[config.mk]
export PLATFORM = sky130hd
export DESIGN_NAME = rmf_lane
export DESIGN_NICKNAME = d
export VERILOG_FILES = /design/src/sv/rgb_median_filter_3x3_macros.svh /design/src/sv/rmf_pkg.sv /design/src/sv/rmf_lane.sv
export SDC_FILE = /design/constraint.sdc
export NUM_CORES = 1
export LEC_CHECK = 0
export ABC_AREA = 0
export CAP_MARGIN = 40
export CORE_ASPECT_RATIO = 1.5
export CORE_MARGIN = 1.5
export CORE_UTILIZATION = 30
export CTS_CLUSTER_SIZE = 8
export DETAILED_ROUTE_END_ITERATION = 10
export DONT_BUFFER_PORTS = 1
export SLEW_MARGIN = 30
export SYNTH_ARGS = -nofsm -noshare
export SYNTH_HDL_FRONTEND = slang
export SYNTH_SLANG_ARGS = --single-unit
[constraint.sdc]
create_clock -name clk -period 12.51 [get_ports clk]
set_clock_uncertainty 0.15 [all_clocks]
set_input_delay 1.251 -clock clk [delete_from_list [all_inputs] [get_ports clk]]
set_output_delay 1.251 -clock clk [all_outputs]
set_load 0.1 [all_outputs]
[src/sv/rgb_median_filter_3x3_macros.svh]
// Assertion macros used by the filter RTL.
`ifndef RGB_MEDIAN_FILTER_3X3_MACROS_SVH
`define RGB_MEDIAN_FILTER_3X3_MACROS_SVH

`ifndef SYNTHESIS
// Condition implies consequence in the same cycle.
`define RMF_ASSERT_NOW(label, clk, rst_n, cond, cons) \
	label: assert property (@(posedge clk) disable iff (!rst_n) (cond) |-> (cons)) \
		else $error("rmf assertion failed");
// Condition implies consequence in the next cycle.
`define RMF_ASSERT_NEXT(label, clk, rst_n, cond, cons) \
	label: assert property (@(posedge clk) disable iff (!rst_n) (cond) |=> (cons)) \
		else $error("rmf assertion failed");
`else
`define RMF_ASSERT_NOW(label, clk, rst_n, cond, cons)
`define RMF_ASSERT_NEXT(label, clk, rst_n, cond, cons)
`endif

`endif

[src/sv/rmf_pkg.sv]
`default_nettype none
package rmf_pkg;
	localparam int DEF_MAX_WIDTH = 1024;
	localparam int DEF_CHANNEL_BITS = 8;
	localparam int WIN = 9;
	localparam int WIDTH_BITS = 11;
	localparam int HEIGHT_BITS = 12;
	localparam int CFG_DATA_BITS = 12;
	localparam int CFG_IDX_BITS = 1;

	localparam logic [CFG_IDX_BITS-1:0] REG_WIDTH = 1'd0;
	localparam logic [CFG_IDX_BITS-1:0] REG_HEIGHT = 1'd1;

	localparam logic [WIDTH_BITS-1:0] RST_WIDTH = 11'd1024;
	localparam logic [HEIGHT_BITS-1:0] RST_HEIGHT = 12'd768;

	typedef struct packed {
		logic load;
		logic [WIN-1:0] mask;
	} lane_ctl_t;
endpackage
`default_nettype wire

[src/sv/rmf_lane.sv]
`default_nettype none
module rmf_lane #(
	parameter int CHANNEL_BITS = rmf_pkg::DEF_CHANNEL_BITS
) (
	input  wire logic                                         clk,
	input  wire rmf_pkg::lane_ctl_t                           ctl,
	input  wire logic [rmf_pkg::WIN-1:0][CHANNEL_BITS-1:0]    vals,
	output logic      [CHANNEL_BITS-1:0]                      median
);
	localparam int N = rmf_pkg::WIN;

	logic [N-1:0][CHANNEL_BITS-1:0] val_s2;
	logic [N-1:0]                   mask_s2;
	logic [N-1:0][N-1:0]            below;
	logic [N-1:0][N-1:0]            below_s2;
	logic [3:0]                     target;

	// below[i][j]: element j sorts ahead of element i (ties broken by position)
	always_comb begin
		for (int i = 0; i < N; i++) begin
			for (int j = 0; j < N; j++) begin
				below[i][j] = (i != j) &&
					((vals[j] < vals[i]) || ((vals[j] == vals[i]) && (j < i)));
			end
		end
	end

	always_ff @(posedge clk) begin
		if (ctl.load) begin
			val_s2   <= vals;
			mask_s2  <= ctl.mask;
			below_s2 <= below;
		end
	end

	// pick the in-image element whose rank among in-image elements is n/2
	always_comb begin
		target = 4'($countones(mask_s2)) >> 1;
		median = '0;
		for (int i = 0; i < N; i++) begin
			if (mask_s2[i] && (4'($countones(mask_s2 & below_s2[i])) == target)) begin
				median = median | val_s2[i];
			end
		end
	end
endmodule
`default_nettype wire

======== Word level (Yosys, flattened, before mapping) ========
Index checks and enable logic that the tools add are counted.
Widths: inputs -> output; s select.
operators by class
  add/subtract/negate cells ............... 80
  $lt $le $gt $ge ......................... 72
  equal/unequal tests ..................... 45
  multiplexer cells ....................... 9
  bitwise operators ....................... 17
  reductions and logical operators ........ 45
operators by type and width
  kind               number
  $lt 8x8->1         72
  $eq 8x8->1         36
  $add 4x4->4        30
  $add 1x1->2        40
  $and 9x9->9        8
  $mux 8             9
  $or 8x8->8         8
  $add 4x1->4        10
  $eq 4x3->1         9
  $logic_or 1x1->1   36
  $and 9x8->9        1
  $logic_and 1x1->1  9
word-level totals
  bits in registers ....................... 153
  input port bits ......................... 83
  output and inout bits ................... 8
  word-level logic and storage cells ...... 287

======== Logic depth before layout (Yosys ltp) ========
  depth in word-level cells ............... 24
  gate-level depth with buffers ........... 16
  mapped depth without buffers ............ 14

======== Worst setup path after synthesis ========
OpenSTA, ideal clock, no wires.
  path type ............................... register to output
  start ................................... register mask_s2[6]
  end ..................................... output median[4]
  arrival ................................. 4.120 ns
  data required time ...................... 11.109 ns
  slack ................................... 6.989 ns
  cell stages (with the launch flop) ...... 17
  buffers on the path ..................... 2
  path through ............................ edfxtp_1 -> ha_1 -> inv_1 -> fa_1 -> inv_1 -> fa_1 -> ha_1 -> inv_1 -> fa_1 -> buf_6 -> xor2_1 -> nand3_1 -> o21ai_0 -> and4_1 -> buf_2 -> a222oi_1 -> nand3_1
between the ends
  cells in the longest elaborated chain, start to end .. 24
  elaborated cells between the ends (all ways) .. 84
  classes of those cells .................. add/sub (40); eq/ne (9); mux (9); bitwise (17); reduce/logical (9)
RTL lines
  item                                             RTL line        source
  start: declaration                               rmf_lane.sv:13  logic [N-1:0] mask_s2;
  start signal: assignment                         rmf_lane.sv:31  mask_s2 <= ctl.mask;
  $and 9x9->9                                      rmf_lane.sv:41  if (mask_s2[i] && (4'($countones(mask_s2 & below_s2[i])) == target)) begin
  $add 1x1->2 (not written as such)                rmf_lane.sv:41
  $add 4x4->4 (not written as such) (2 in series)  rmf_lane.sv:41
  $add 4x1->4 (not written as such)                rmf_lane.sv:41
  $eq 4x3->1                                       rmf_lane.sv:41
  $logic_and 1x1->1                                rmf_lane.sv:41
  $mux 8                                           rmf_lane.sv:41
  $or 8x8->8                                       rmf_lane.sv:42  median = median | val_s2[i];
  [7 not listed]                                   -
  $or 8x8->8                                       rmf_lane.sv:42
  $mux 8                                           rmf_lane.sv:41
  $or 8x8->8                                       rmf_lane.sv:42
  $mux 8                                           rmf_lane.sv:41
  $or 8x8->8                                       rmf_lane.sv:42
  $mux 8                                           rmf_lane.sv:41
  $or 8x8->8                                       rmf_lane.sv:42
  $mux 8 *                                         rmf_lane.sv:41
  end: declaration                                 rmf_lane.sv:8   output logic [CHANNEL_BITS-1:0] median
Mark *: on every way between the ends. The rest lies on a longest branch, timed or not.

======== Final worst setup path ========
  start ................................... register mask_s2[4]
  end ..................................... output median[0]
The elaborated chain is that of the path after synthesis.

==> key figures <==
CTS
  – Clk buf depth: 2
  – Setup bufs post-CTS: 0
  – Post-CTS sizing: 0
  – CTS sink count: 153
  – Reg clk slew, reported paths: 70 ps
  – Clk root buf: clkbuf_16
  – CTS HTree Levels: 4
  – Hold_buf cts: 0
  – TritonCTS Buffers: 17
  – CTS tree: built

Timing
  – Final Critical Period: 6590 ps
  – Setup TNS: 0 ps
  – Final Hold Fails: 0
  – Slew HR: 46.2%
  – Final setup vio count: 0
  – Tightest Pin Transition: roughly 810 ps
  – Fmax: 152 MHz
  – Period utilization: between 50% and 60%
  – RSZ-0062 raised after global routing: false
  – Max Slew Vio Count: 0

Synthesis
  – Count leader, synth: ha_1
  – Largest area contributor in the netlist: edfxtp_1
  – Seq/Total Area, Yosys: about a third
  – Largest cells by area after synthesis: edfxtp_1 (33%), ha_1 (30%), fa_1 (5.8%), a21o_1 (3.9%), o21ai_0 (3.4%)
  – Post-Syn Nets: 1710
  – Main synth FF type: edfxtp_1
  – Share of the synthesized area in the top cell type: 33.2%
  – Mapped Area: approximately 14000 µm²
  – Yosys warning total: 0
  – Distinct cells, synth: 37
  – Most frequent cells after synthesis: ha_1 (332), edfxtp_1 (153), inv_1 (125)
  – Synth Instances: about 1.3k
  – Seq cells post-synth: 153
  – Mean post-synth cell area: 11.0 µm²
  – Number of flops mapped to enable cells by yosys: 153
  – Post-synthesis async set-or-reset flop share: 0%

Critical path
  – Highest-delay cell along the critical path: a21oi_2
  – Ordered list of cells on the worst path: ha_1, inv_1, fa_1, inv_1, fa_1, ha_1, inv_1, fa_1, xor2_1, or2_2, a21oi_2, a221oi_1, nand3_2
  – CP startpoint kind: flip-flop
  – Crit path DAT: 5190 ps
  – Crit end category: primary output
  – CP startpoint: mask_s2[4]$_DFFE_PP_
  – Crit-path max FO: 10
  – Top Family by Delay on Critical Path: adder cells
  – Buffers and inverters on the worst path: 3
  – CP required: 11110 ps
  – WS Path Type: reg2out
  – CP peak stage delay: 630 ps

Floorplanning
  – Core area: 45600 µm²
  – Die Y: 266 µm
  – Rows: 96
  – Die X: ~180 µm
  – Initial core utilization: 30.3%
  – Die area: 47400 µm²
  – Ports: 91

Finish
  – Sequential Area: 4590 µm²
  – Filler cell count in the final layout: between 4k and 5k
  – Final instance area: around 15000 µm²
  – Area occupied by multi-input gates: 8770 µm²
  – Area growth from synthesis to layout: 9.98%
  – Layout cell share with drive strength beyond 1: 3.82%
  – Nets: roughly 1.7k

GRT
  – Antenna violations before repair: 4
  – First-pass GRT wire length: 65300 µm
  – Overall global routing resource usage: 19.4%
  – Vias in the first global route: 10.5k
  – Largest net degree at the start of global routing: about 150
  – Remaining global-route overflow: 0

Detailed routing
  – Remaining DRCs: 0
  – DR iter-0 viols: 532
  – Pre-antenna DRT Iters: 5
  – Final ANT Viol Nets: 0
  – DRT Wirelength: 45000 µm
  – Vias/cell: 5.47
  – Via count: 10.2k
  – Routed len/inst: 24.0 µm

Power and ir drop
  – Leakage Power: 6.91 nW
  – PD cells: 162 nW/µm²
  – VDD IR max: 114 µV
  – Total Power: 2.46 mW

Outcome
  – Status: complete, no violations

Place
  – Routability cong.: around 0.90
  – I/O Buffers: 0
  – Placed cell area: 14600 µm²
  – Dpl hpwl: 37000 µm

Hold path
  – Worst min path class: in2reg
  – HP Start: vals[49]

Flow run
  – Maximum Capacitance Violations: 0
## registers in the layout, indices dropped and copies added (netlist names)
| name | cells |
|---|---|
| mask_s2 | 9 |
| val_s2 | 72 |
| below_s2 | 72 |
## report_power, final
group	total (mW)	internal, mW	switching, mW
registers	0.650	0.625	0.0247
clock network	0.548	0.333	0.215
logic	1.26	0.353	0.909
## metrics by stage
stage / setup slack (ps) / hold slack [ps] / std cells / util, %
after floorplan: 6990 / 1200 / 1255 / -
after global placement: 5880 / 1200 / 1840 / 31.9
after detailed placement: 6380 / 1200 / 1841 / 32.0
after CTS: 5890 / 733 / 1871 / 33.3
after global routing: 5670 / 731 / 1871 / 33.3
final: 5920 / 746 / 1872 / 33.3
## layer usage
layer | routed length [µm] | up-vias | global-route usage [%]
met5 | 0 | - | 0
met4 | 3980 | 0 | 15.2
met3 | 1940 | 167 | 3.20
met2 | 23200 | 367 | 35.5
met1 | 15900 | 4937 | 19.1
li1 | - | 4769 | -
## area by class of cell
| cell class | count | area share (%) |
|---|---|---|
| antenna | 1 | 0.0165 |
| clock buffer | 17 | 2.80 |
| clock inverter | 13 | 1.25 |
| inverter | 125 | 3.08 |
| multi-input combinational | 972 | 57.7 |
| sequential | 153 | 30.2 |
| tap | 588 | 4.84 |
| timing repair buffer | 3 | 0.132 |
## layout by cell type (no fill, tap or decap), drive strengths merged, types with 30 or more instances in the layout
cell,count
inv,130
a21o,72
nor2b,30
nand2b,31
and2,66
a21oi,84
ha,332
fa,40
nand4,69
o21ai,94
o21a,30
edfxtp,153
## logic make-up after synthesis
| family | synth area share [%] |
|---|---|
| buffers and inverters | 3.64 |
| AND/OR/NAND/NOR | 11.0 |
| flip-flops | 33.2 |
| adder cells (fa/ha/maj) | 35.8 |
| XOR/XNOR | 1.71 |
| AO/OA/AOI/OAI | 14.6 |
## worst paths after layout
check / endpoint / slack, ps / depth (start not counted)
setup / recovery: median[0] / 5920 / 13
hold / removal: val_s2[49]$_DFFE_PP_ / 750 / 0
No activity file was read; power rests on OpenSTA's default activity.
